[src/sv/assert_macros.svh]
`ifndef ASSERT_MACROS_SVH
`define ASSERT_MACROS_SVH

// same-cycle implication, checked on every rising edge out of reset
`define ASSERT_IMPL(label, clk, rst_n, pre, post) \
    label: assert property (@(posedge clk) disable iff (!rst_n) (pre) |-> (post)) \
        else $error("assertion failed: same-cycle implication");

// next-cycle implication
`define ASSERT_NEXT(label, clk, rst_n, pre, post) \
    label: assert property (@(posedge clk) disable iff (!rst_n) (pre) |=> (post)) \
        else $error("assertion failed: next-cycle implication");

`endif

[src/sv/y2i_pkg.sv]
`timescale 1ns / 1ps

package y2i_pkg;

    localparam int MAX_WIDTH  = 4096;
    localparam int MAX_HEIGHT = 4096;

    // register file
    localparam int CFG_W     = 13;
    localparam int CFG_IDX_W = 1;
    localparam logic [CFG_IDX_W-1:0] REG_FRAME_WIDTH  = 1'd0;
    localparam logic [CFG_IDX_W-1:0] REG_FRAME_HEIGHT = 1'd1;
    localparam logic [CFG_W-1:0] FRAME_WIDTH_RST  = 13'd640;
    localparam logic [CFG_W-1:0] FRAME_HEIGHT_RST = 13'd480;

    // effective sizes carry one extra bit so a large MAX_* still fits
    localparam int EXT_W     = CFG_W + 1;
    localparam int AREA_W    = 2 * EXT_W;
    localparam int WIDTH_TOP = (MAX_WIDTH / 2) * 2;

    localparam int PAIR_SLOTS = MAX_WIDTH / 2;
    localparam int COL_W      = $clog2(PAIR_SLOTS);
    localparam int ROW_W      = $clog2(MAX_HEIGHT);
    localparam int LUMA_W     = $clog2(MAX_WIDTH * MAX_HEIGHT);
    localparam int CHROMA_W   = LUMA_W - 2;

    localparam int BYTE_W = 8;
    localparam int OFF_W  = 25;

    localparam int FIFO_DEPTH = 4;
    localparam int FIFO_PTR_W = $clog2(FIFO_DEPTH);

    // result slots of one word
    localparam logic [1:0] PH_Y0 = 2'd0;
    localparam logic [1:0] PH_Y1 = 2'd1;
    localparam logic [1:0] PH_U  = 2'd2;
    localparam logic [1:0] PH_V  = 2'd3;

    typedef struct packed {
        logic                odd;
        logic [BYTE_W-1:0]   y0;
        logic [BYTE_W-1:0]   y1;
        logic [BYTE_W-1:0]   u;
        logic [BYTE_W-1:0]   v;
        logic [LUMA_W-1:0]   luma;
        logic [CHROMA_W-1:0] chroma;
    } y2i_job_t;

    typedef struct packed {
        logic full;
        logic nonempty;
    } y2i_qstat_t;

    function automatic logic [EXT_W-1:0] eff_width(input logic [CFG_W-1:0] cfg);
        logic [EXT_W-1:0] w;
        w = {1'b0, cfg[CFG_W-1:1], 1'b0};
        if (w < EXT_W'(2))
            w = EXT_W'(2);
        if (w > EXT_W'(WIDTH_TOP))
            w = EXT_W'(WIDTH_TOP);
        return w;
    endfunction

    function automatic logic [EXT_W-1:0] eff_height(input logic [CFG_W-1:0] cfg);
        logic [EXT_W-1:0] h;
        h = {1'b0, cfg};
        if (h < EXT_W'(2))
            h = EXT_W'(2);
        if (h > EXT_W'(MAX_HEIGHT))
            h = EXT_W'(MAX_HEIGHT);
        return h;
    endfunction

endpackage

[src/sv/y2i_fifo.sv]
`timescale 1ns / 1ps

module y2i_fifo (
    input  logic                 clk,
    input  logic                 rst_n,
    input  logic                 push,
    input  y2i_pkg::y2i_job_t    job_in,
    input  logic                 pop,
    output y2i_pkg::y2i_job_t    job_out,
    output y2i_pkg::y2i_qstat_t  qstat
);
    import y2i_pkg::*;

    y2i_job_t              entries [FIFO_DEPTH];
    logic [FIFO_PTR_W-1:0] wr_ptr_reg, wr_ptr_next;
    logic [FIFO_PTR_W-1:0] rd_ptr_reg, rd_ptr_next;
    logic [FIFO_PTR_W:0]   count_reg, count_next;
    logic                  do_push, do_pop;

    assign qstat.full     = (count_reg == (FIFO_PTR_W+1)'(FIFO_DEPTH));
    assign qstat.nonempty = (count_reg != '0);
    assign do_push        = push & ~qstat.full;
    assign do_pop         = pop & qstat.nonempty;
    assign job_out        = entries[rd_ptr_reg];

    always_comb
    begin
        wr_ptr_next = do_push ? wr_ptr_reg + FIFO_PTR_W'(1) : wr_ptr_reg;
        rd_ptr_next = do_pop ? rd_ptr_reg + FIFO_PTR_W'(1) : rd_ptr_reg;
        count_next  = count_reg;
        if (do_push && !do_pop)
            count_next = count_reg + (FIFO_PTR_W+1)'(1);
        else if (do_pop && !do_push)
            count_next = count_reg - (FIFO_PTR_W+1)'(1);
    end

    always_ff @(posedge clk or negedge rst_n)
    begin
        if (!rst_n)
        begin
            wr_ptr_reg <= '0;
            rd_ptr_reg <= '0;
            count_reg  <= '0;
        end
        else
        begin
            wr_ptr_reg <= wr_ptr_next;
            rd_ptr_reg <= rd_ptr_next;
            count_reg  <= count_next;
        end
    end

    always_ff @(posedge clk)
    begin
        if (do_push)
            entries[wr_ptr_reg] <= job_in;
    end

endmodule

[config.mk]
export PLATFORM = sky130hd
export DESIGN_NAME = y2i_fifo
export DESIGN_NICKNAME = d
export VERILOG_FILES = /design/src/sv/assert_macros.svh /design/src/sv/y2i_pkg.sv /design/src/sv/y2i_fifo.sv
export SDC_FILE = /design/constraint.sdc
export NUM_CORES = 1
export LEC_CHECK = 0
export ABC_AREA = 1
export BUFFER_PORTS_ARGS = -buffer_cell sky130_fd_sc_hd__buf_2
export CORE_MARGIN = 8
export CORE_UTILIZATION = 49
export DETAILED_ROUTE_END_ITERATION = 12
export HOLD_SLACK_MARGIN = 0.08
export MAX_ROUTING_LAYER = met4
export PLACE_DENSITY = 0.72
export SYNTH_ARGS = -nofsm -noshare
export SYNTH_HDL_FRONTEND = slang
export SYNTH_SLANG_ARGS = --single-unit
[constraint.sdc]
create_clock -name clk -period 4.35 [get_ports clk]
set_input_delay 0.2175 -clock clk [delete_from_list [all_inputs] [get_ports clk]]
set_output_delay 0.2175 -clock clk [all_outputs]
set_load 0.02 [all_outputs]
# Word level (Yosys, flattened, before mapping)
# Memories as Yosys holds them, arrays and structs flattened.
# Index checks and enable logic that the tools add are counted.
# totals
register_bits	7
mem_bits_rw	316
output_inout_bits	81
wordCells	22
mem_count	1
# memory_table
memory	depth	word_bits	rd	rd_ports_with_merged_regs	wr	line	text
entries	4	79	1	0	1	y2i_fifo.sv:14	y2i_job_t entries [FIFO_DEPTH];
# classes
add_sub_neg	4
n_eq_ne	1
mux	4
n_bitwise	3
reduce_logical	6
# ops
op	count
3-bit two-way mux	2
2-bit by 1-bit adder with 2-bit output, second input constant	2
3-bit by 1-bit adder with 3-bit output, second input constant	1
3-bit equality test, second input constant	1
3-bit nonzero test	1
3-bit by 1-bit subtractor with 3-bit output, second input constant	1
1-bit bitwise AND	2
1-bit logical AND	2
1-bit logical NOT	2
1-bit two-way mux	2
2-bit nonzero test	1
1-bit NOT	1

# Logic depth before layout (Yosys ltp)
# Gate-level depths: netlist (run 1).
# logic_depth
ltp_word	7
mapped_depth	12
mapped_depth_nobuf	12

# Least setup slack after synthesis (run 1)
# Ideal clock, no wire load.
# synth_timing
path_type	register to register
startpoint	register count_reg[0]
endpoint	memory entries[0][0] (netlist name), enable pin
setup_ns	0.517
arrival_time_ns	4.013
t_required_ns	3.833
slack_ns	-0.180
path_stages_with_launch	5
period_less_slack_ns	4.530
cell_sequence	dfrtp_1 > inv_2 > nand3_1 > nand2_1 > nor2_1
# synth_via
elab_chain_cells	5
# synth_lines
element	line	text
start: declaration	y2i_fifo.sv:17	logic [FIFO_PTR_W:0] count_reg, count_next;
start signal: assignment	y2i_fifo.sv:49	count_reg <= count_next;
3-bit equality test	y2i_fifo.sv:20	assign qstat.full = (count_reg == (FIFO_PTR_W+1)'(FIFO_DEPTH));
1-bit NOT	y2i_fifo.sv:22	assign do_push = push & ~qstat.full;
1-bit bitwise AND	y2i_fifo.sv:22	
1-bit two-way mux	y2i_fifo.sv:55	if (do_push)
1-bit two-way mux (implied by the code)	y2i_fifo.sv:56	entries[wr_ptr_reg] <= job_in;
end: declaration	y2i_fifo.sv:14	
# Every way passes these cells.

==> results of run 1 <==
worst max-delay path, stage by stage (launching register included):
cell and delay (ns):
dfrtp_4 0.70, inv_4 0.76, buf_4 0.37, o211ai_2 0.11, nand2_1 0.07, buf_2 0.16
Yosys cell counts (4+ instances only):
cell type  instances
inv_2              4
o211ai_2          79
nand3_1            7
buf_6             12
buf_2             12
nand2_1          255
nor2_1             4
edfxtp_1         316
clkbuf_1          24
dfrtp_1            7
o211ai_1          79
ha_1               5
inv_1            170
layer usage:
layer  GRT usage  vias up  routed length, um  part of all wire
met5           -        -                  0                 0
met4      0.0499        0                517             0.019
met3      0.0351       44               1250             0.047
met2       0.284      178              13400              0.50
met1       0.203     3897              11600              0.43
li1            -     3905                  -                 -
through the flow:
stage	total power (uW)	setup WS, ns	hold slack, ns	TNS (ns)	cell area (sq um)
2_1_floorplan	7280	-0.180	-0.0781	-56.87	13300
4_1_cts	11300	1.34	0.109	0	16400
3_5_place_dp	8440	1.90	0.0653	0	14400
3_3_place_gp	8360	1.91	0.0597	0	14400
6_report	11200	1.40	0.104	0	16400
5_1_grt	11800	1.26	0.122	0	16400
report_power, final:
part / internal (uW) / switching [uW] / total (uW)
clock: 1690 / 1120 / 2810
sequential: 4090 / 225 / 4320
combinational: 1240 / 2820 / 4060
total: 7020 / 4170 / 11200
area by class of cell:
class / count / area share
tap: 341 / 0.0261
inverter: 174 / 0.0405
antenna: 1 / 0.000153
timing repair buffer: 259 / 0.109
multi-input combinational: 433 / 0.166
sequential: 323 / 0.591
clock buffer: 47 / 0.0595
clock inverter: 16 / 0.00772
logic make-up after synthesis:
group / Yosys count
AOI/OAI and AO/OA: 159
xor gates and xnor gates: 1
adders and majority gates: 6
buffers and inverters: 226
DFF: 323
and+or+nand+nor: 267
worst paths after layout:
path / slack [ns] / from / end / cells after the start
max: 1.40 / rd_ptr_reg[1]$_DFFE_PN0P_ / job_out[1] / 5
min: 0.10 / rst_n / rd_ptr_reg[0]$_DFFE_PN0P_ / 2
max reg2reg: 1.94 / count_reg[0]$_DFFE_PN0P_ / entries[0][48]$_DFFE_PP_ / 5
min reg2reg: 0.51 / count_reg[2]$_DFFE_PN0P_ / count_reg[2]$_DFFE_PN0P_ / 2
max in group asynchronous: 4.06 / rst_n / rd_ptr_reg[1]$_DFFE_PN0P_ / 2
min in group clk: 0.47 / job_in[28] / entries[1][28]$_DFFE_PP_ / 2
==> run metrics, run 1 <==
Nets=1315; Area growth, synth to finish=22.8%; crit path DAT=2.74 ns; number of max-cap violations=0; number of vias per cell=5.03; CP Capture Type=output port; Initial Util=0.497; Routed Antenna Nets=0; register area=9670 sq um; clk_skew=0.00984 ns; Synth Instances=982; Seq cells post-synth=323; fillers=1968; remaining global-route overflow=0; area occupied by multi-input gates=2720 sq um; cts hold-fix bufs=82; drt pass-1 iters=5; Worst-path clk slew=0.06 ns; Synth Area in XOR/XNOR=0.000658; Total Wirelength=26700 um; H-tree levels=2; post-route insts no fill=1594; first-pass GRT wire length=43500 um; mux cell area share after synthesis=0; Core ar.=26800 sq um; post-synthesis simple-gate area fraction=0.0761; IO buf count=163; Slew Viols, Final=0; DR vias=8024; Root Driver=clkbuf_16; Worst-Margin Slew=0.928 ns; Synth cell types=19; TritonCTS clock tree=done; Inst Count DP=1448; Clock Latency Late Sink=0.50 ns; Syn Area/Cell=13.6 sq um; Yosys top cell by area=edfxtp_1; vias in the first global route=~8400; highest-count cells in the layout ignoring fill and taps=edfxtp_1 (316), nand2_1 (255), inv_1 (170), buf_2 (163), dlygate4sd3_1 (82); Global Route Usage Sum=0.169; Fin. Hold Viols=0; I/O pin total=164; Setup Buffers After CTS=0; worst hold path class=in2async; PwrDens=684 nW/um^2; status=finished clean; Seq/Total Area, Yosys=0.726; flip-flop count of the largest register after layout=316; ys async rst share=0.0217; Slew Limit Headroom=0.381; largest family of logic cells by synthesized area=compound AO/OA/AOI/OAI gates; layout cell share with drive strength beyond 1=0.250; Fmax=338 MHz; critical path required time=4.13 ns; Peak supply drop=450 uV; crit path kind=reg2out; worst-path fanout max=56; Syn Std Cell Area=roughly 13000 sq um; Tcrit/Tclk final=0.679; Syn. warnings=0; placer congestion estimate=0.733; DR WL/cell=16.8 um; post-layout minimum cycle time=slightly below 3 ns; Die Ht=181 um; top cell type's share of synthesized area=0.712; fin util=0.610; clock buffer depth=3; post-synthesis compound-gate area fraction=0.119; initial antenna violation count=1; leakage=0.00671 uW; ys flop type=edfxtp_1; post-CTS sizing=0; most common cell after layout, fill and taps aside=edfxtp_1; Area contributors post-synth=edfxtp_1 (71%), o211ai_2 (7.4%), nand2_1 (7.2%); RSZ-0062 raised after global routing=no; Synth Net Count=1071; post-synthesis adder-cell area fraction=0.00620; Final HPWL DP=15500 um; Initial DRC Count=411; pin count of the biggest net entering global routing=136; Horiz. Die Dim=around 180 um; EDFF count, synth=316; Rows=60; Worst setup SP type=flip-flop; endpoints failing setup=0; Die Area=32700 sq um; Sink Count=323; drt drc=0; Num CTS Buffers=35
Note: power is estimated with default switching activity, not from simulation.
==> run 2, diff against run 1 <==
Settings changed: PLACE_DENSITY 0.72 to 0.69.
Clock period 4.35 ns to 2.75 ns, I/O delays scaled along.
==> run 2 against run 1 <==
Count of clock-buffer cells in the layout rose by 1. Critical path depth rose by 1. Largest cell class unchanged. Sequential power rose by 56%. Critical endpoint is now job_out[25].
==> run metrics, run 2 (same netlist as run 1, synthesis figures left out) <==
Slew Limit Headroom=0.655 (+0.274); DR vias=8061 (+0.46%); Routed Antenna Nets=0 (unchanged); DR WL/cell=17.2 um (+2.6%); Core ar.=26800 sq um (unchanged); Horiz. Die Dim=181 um (unchanged); Area growth, synth to finish=23.3%; drt pass-1 iters=4 (-1); pin count of the biggest net entering global routing=96 (-29%); Hold WS=0.383 ns (+0.279 ns); crit path kind=reg2out; post-CTS sizing=0 (unchanged); Initial DRC Count=538 (+31%); Peak supply drop=676 uV (+50%); switching pwr=6680 uW (+60%); TritonCTS clock tree=done; crit path DAT=2.22 ns (-0.52 ns); Seq pwr share=0.380 (-0.006); Num CTS Buffers=35 (unchanged); highest-count cells in the layout ignoring fill and taps=edfxtp_1 (316), nand2_1 (255), inv_1 (170), buf_2 (163), dlygate4sd3_1 (83); RSZ-0062 raised after global routing=no; Nets=1317 (+0.15%); PwrDens=1080 nW/um^2 (+58%); worst-path fanout max=49 (-13%); setup TNS=0 ns (unchanged); Worst-Margin Slew=0.517 ns (-0.410 ns); leakage=0.00671 uW (about the same); Internal Power=11100 uW (+57%); CP Capture Type=output port; Setup Buffers After CTS=0 (unchanged); remaining global-route overflow=0 (unchanged); I/O pin total=164 (unchanged); Sink Count=323 (unchanged); Fmax=423 MHz; Total Wirelength=27500 um (+2.8%); Global Route Usage Sum=0.171 (+0.00240); combinational power share=0.376 (+0.013); Worst-path clk slew=0.06 ns (about the same); Initial Util=0.497 (unchanged); layout cell share with drive strength beyond 1=0.248 (-0.00180); Tcrit/Tclk final=0.859; Fin. Hold Viols=0 (unchanged); post-layout minimum cycle time=about 2.4 ns; critical path required time=2.61 ns (-1.52 ns); Root Driver=clkbuf_16; Rows=60 (unchanged); fillers=2037 (+3.5%); endpoints failing setup=0 (unchanged); Die Area=32700 sq um (unchanged); H-tree levels=2 (unchanged); cts hold-fix bufs=83 (+1.2%); worst hold path class=in2reg; Clock Latency Late Sink=0.51 ns (about the same); status=finished clean; clock buffer depth=3 (unchanged); Die Ht=181 um (unchanged); vias in the first global route=8136 (-2.7%); flip-flop count of the largest register after layout=316 (unchanged); first-pass GRT wire length=43600 um (+0.22%); Final HPWL DP=15800 um (+2.1%); Worst setup SP type=flip-flop; drt drc=0 (unchanged); initial antenna violation count=3 (+2); IO buf count=163 (unchanged); placer congestion estimate=0.748 (+2.1%); most common cell after layout, fill and taps aside=edfxtp_1; Slew Viols, Final=0 (unchanged); Clk pwr share=0.243 (-0.008); switch share=0.377 (+0.00396); clk_skew=0.0129 ns (+0.00307 ns); number of max-cap violations=0 (unchanged); number of vias per cell=5.05 (+0.27%)
run 2: power groups by stage:
stage,logic (uW),registers [uW],clock network [uW]
final,6680,6740,4320
after global routing,7360,6820,4600
after CTS,6800,6750,4410
after detailed placement,6690,6850,0
after global placement,6580,6810,0
after floorplan,4640,6830,0
run 2: worst max-delay path, stage by stage, from the launching register on:
cell	delay (ns)
dfrtp_1	0.45
inv_8	0.28
buf_4	0.44
nand2_1	0.09
o211ai_1	0.11
nand2_1	0.12
buf_2	0.18
run 2: path summary, 6_finish.rpt:
check,from,end,slack (ns),cells past startpoint
worst max-delay path,rd_ptr_reg[0]$_DFFE_PN0P_,job_out[25],0.39,6
worst min-delay path,job_in[65],entries[0][65]$_DFFE_PP_,0.38,2
worst max register to register,count_reg[0]$_DFFE_PN0P_,count_reg[1]$_DFFE_PN0P_,0.66,9
worst min register to register,count_reg[2]$_DFFE_PN0P_,count_reg[2]$_DFFE_PN0P_,0.51,2
max in group asynchronous,rst_n,rd_ptr_reg[1]$_DFFE_PN0P_,1.82,3
min in group asynchronous,rst_n,rd_ptr_reg[0]$_DFFE_PN0P_,0.63,3
run 2: area by class of cell:
| class | instances | area [sq um] | share of cell area |
|---|---|---|---|
| multi-input combinational | 433 | 2720 | 0.166 |
| antenna | 3 | 7.51 | 0.000457 |
| clock inverter | 14 | 108 | 0.00655 |
| sequential | 323 | 9670 | 0.589 |
| tap | 341 | 427 | 0.0260 |
| inverter | 174 | 663 | 0.0404 |
| timing repair buffer | 261 | 1870 | 0.114 |
| clock buffer | 48 | 956 | 0.0582 |
run 2: per-layer routing:
metal / vias to the layer above / track usage / share of wire
met5: - / - / 0
li1: 3918 / - / -
met4: 0 / 0.0430 / 0.018
met2: 205 / 0.282 / 0.49
met1: 3891 / 0.215 / 0.44
met3: 47 / 0.0351 / 0.056
run 2: stage by stage:
| step | setup slack [ns] | cell area (sq um) | cells | total power (uW) | util |
|---|---|---|---|---|---|
| 6_report | 0.389 | 16400 | 1597 | 17700 | 0.613 |
| 5_1_grt | 0.234 | 16400 | 1597 | 18800 | 0.613 |
| 4_1_cts | 0.363 | 16400 | 1594 | 18000 | 0.612 |
| 3_5_place_dp | 0.649 | 14500 | 1449 | 13500 | 0.542 |
| 3_3_place_gp | 0.734 | 14500 | 1449 | 13400 | 0.542 |
| 2_1_floorplan | -0.498 | 13300 | 982 | 11500 | - |
==> run 3, diff against run 2 <==
Settings changed: CORE_ASPECT_RATIO set to 1.75, SETUP_SLACK_MARGIN set to 0.1.
==> run 3 against run 2 <==
Final area decreased by 0.35%. Register-to-register slack got worse by 0.06 ns. Power is 0.90% lower. Largest power group unchanged.
==> run metrics, run 3 (same netlist as run 1, synthesis figures left out) <==
placer congestion estimate=0.805 (+7.6%); Num CTS Buffers=29 (-17%); RSZ-0062 raised after global routing=no; leakage=0.00671 uW (about the same); worst hold path class=in2reg; Sink Count=323 (unchanged); Nets=1318 (+0.076%); crit path DAT=2.28 ns (+0.06 ns); post-CTS sizing=0 (unchanged); vias in the first global route=8114 (-0.27%); Internal Power=11000 uW (-0.65%); Slew Limit Headroom=0.642 (-0.0136); Seq pwr share=0.383 (+0.003); Total Wirelength=26900 um (-2.0%); IO buf count=163 (unchanged); critical path required time=2.61 ns (about the same); remaining global-route overflow=0 (unchanged); Final HPWL DP=16200 um (+2.4%); R2R Path Start=count_reg[0]$_DFFE_PN0P_; pin count of the biggest net entering global routing=82 (-15%); CP cell instances=inv_8 -> buf_4 -> nand2_1 -> o211ai_2 -> nand2_1 -> buf_2; DR WL/cell=17.0 um (-1.1%); Slew Viols, Final=0 (unchanged); drt drc=0 (unchanged); crit path from=rd_ptr_reg[0]$_DFFE_PN0P_; I/O pin total=164 (unchanged); flip-flop count of the largest register after layout=316 (unchanged); Initial DRC Count=367 (-32%); post-layout minimum cycle time=2.42 ns (+0.0560 ns); worst slack at placement=0.633 ns (-0.0166 ns); combinational power share=0.383 (+0.007); Initial Util=0.493 (-0.00414); Horiz. Die Dim=141 um (-22%); Root Driver=clkbuf_16; drt pass-1 iters=4 (unchanged); HP Start=job_in[77]; clock buffer depth=3 (unchanged); initial antenna violation count=3 (unchanged); Fin. Hold Viols=0 (unchanged); highest-count cells in the layout ignoring fill and taps=edfxtp_1 (316), nand2_1 (255), inv_1 (170), buf_2 (163), dlygate4sd3_1 (83); critical path buffer and inverter count=3 (unchanged); Die Area=32900 sq um (+0.64%); Core ar.=27000 sq um (+0.84%); Peak supply drop=845 uV (+25%); Area growth, synth to finish=22.9%; slowest stage delay, CP=0.46 ns (about the same); Rows=80 (+33%); DR vias=7938 (-1.5%); switch share=0.375 (-0.00155); H-tree levels=1 (-1); Die Ht=234 um (+29%); status=finished clean; clk_skew=0.00737 ns (-0.00554 ns); Setup Buffers After CTS=0 (unchanged); worst-path fanout max=81 (+65%); Worst-Margin Slew=0.538 ns (+0.0204 ns); CP Capture Type=output port; number of max-cap violations=0 (unchanged); first-pass GRT wire length=42300 um (-3.1%); CP most frequent cell=nand2_1; number of vias per cell=5.02 (-0.59%); worst setup margin=0.333 ns (-0.0560 ns); crit path kind=reg2out; Worst setup SP type=flip-flop; fillers=2061 (+1.2%); Worst-path clk slew=0.07 ns (about the same); Routed Antenna Nets=0 (unchanged); post-route insts no fill=1582 (-0.94%); layout cell share with drive strength beyond 1=0.250 (+0.00200); most common cell after layout, fill and taps aside=edfxtp_1; Global Route Usage Sum=0.170 (-0.00144); Clk pwr share=0.233 (-0.010); Tcrit/Tclk final=0.879 (+0.0204); PwrDens=1070 nW/um^2 (-0.55%); endpoints failing setup=0 (unchanged); Inst Count DP=1443 (-0.41%); Top delay family on crit path=buffers and inverters; TritonCTS clock tree=done; Fmax=414 MHz (-2.3%); Clock Latency Late Sink=0.55 ns (+0.04 ns); switching pwr=6590 uW (-1.3%); Hold WS=0.335 ns (-0.0480 ns); critical path's slowest cell=dfrtp_1
==> run 3: cell types whose count changed in the layout (fill, tap and decap cells not counted) <==
cell and delta:
inv_6 +1, clkinvlp_4 -2, clkbuf_16 -7, bufinv_16 +4
clkinv_1 +3, clkinv_2 -1, clkinv_4 +2, clkbuf_1 -7
buf_4 +7, clkinv_8 -1, clkbuf_8 -1
==> run 3: path summary, 6_finish.rpt <==
kind                                              to  slack [ns]  depth (start not counted)
max                                      job_out[72]        0.33                          6
min                         entries[3][77]$_DFFE_PP_        0.33                          2
max reg2reg                 count_reg[1]$_DFFE_PN0P_        0.60                          9
min reg2reg                 count_reg[2]$_DFFE_PN0P_        0.51                          2
max in group asynchronous  rd_ptr_reg[1]$_DFFE_PN0P_        1.88                          3
min in group asynchronous   count_reg[0]$_DFFE_PN0P_        0.56                          3
==> run 3: area by class of cell <==
class                      instances  area [sq um]  share of cell area
sequential                       323          9670               0.591
multi-input combinational        433          2720               0.166
timing repair buffer             268          1920               0.118
clock buffer                      33           741              0.0453
inverter                         174           663              0.0405
tap                              328           410              0.0251
clock inverter                    20           229              0.0140
antenna                            3          7.51            0.000459
==> run 3: worst register-to-register path: cells and delay by family (launching register included) <==
family          cells  cell delay (ns)
simple gates        3             0.61
compound gates      1             0.06
buf+inv             3             0.27
flops               1             0.44
fa+ha+maj           2             0.65
==> run 3: per-layer routing <==
layer	track usage	routed length, um
met1	0.176	10200
met2	0.307	14500
met3	0.0247	1130
met4	0.0860	1050
met5	-	0
==> run 3: what timing repair did <==
action                                 in CTS  in global routing
hold buffers                               83                  0
setup endpoints to repair                   0                  0
endpoints found under the hold margin     327                  0
==> run 3: power groups by stage <==
stage | sequential [uW] | clock, uW | combinational, uW
floorplan | 6830 | 0 | 4640
global placement | 6810 | 0 | 6650
detailed placement | 6850 | 0 | 6750
CTS | 6740 | 4180 | 6860
global route | 6810 | 4350 | 7400
finish | 6740 | 4100 | 6740
==> run 3: per-stage QoR <==
step | utilization | instance area (sq um) | power, uW | TNS [ns]
floorplan | - | 13300 | 11500 | -157.36
global placement | 0.539 | 14600 | 13500 | 0
detailed placement | 0.539 | 14600 | 13600 | 0
CTS | 0.605 | 16400 | 17800 | 0
global route | 0.606 | 16400 | 18600 | 0
finish | 0.606 | 16400 | 17600 | 0
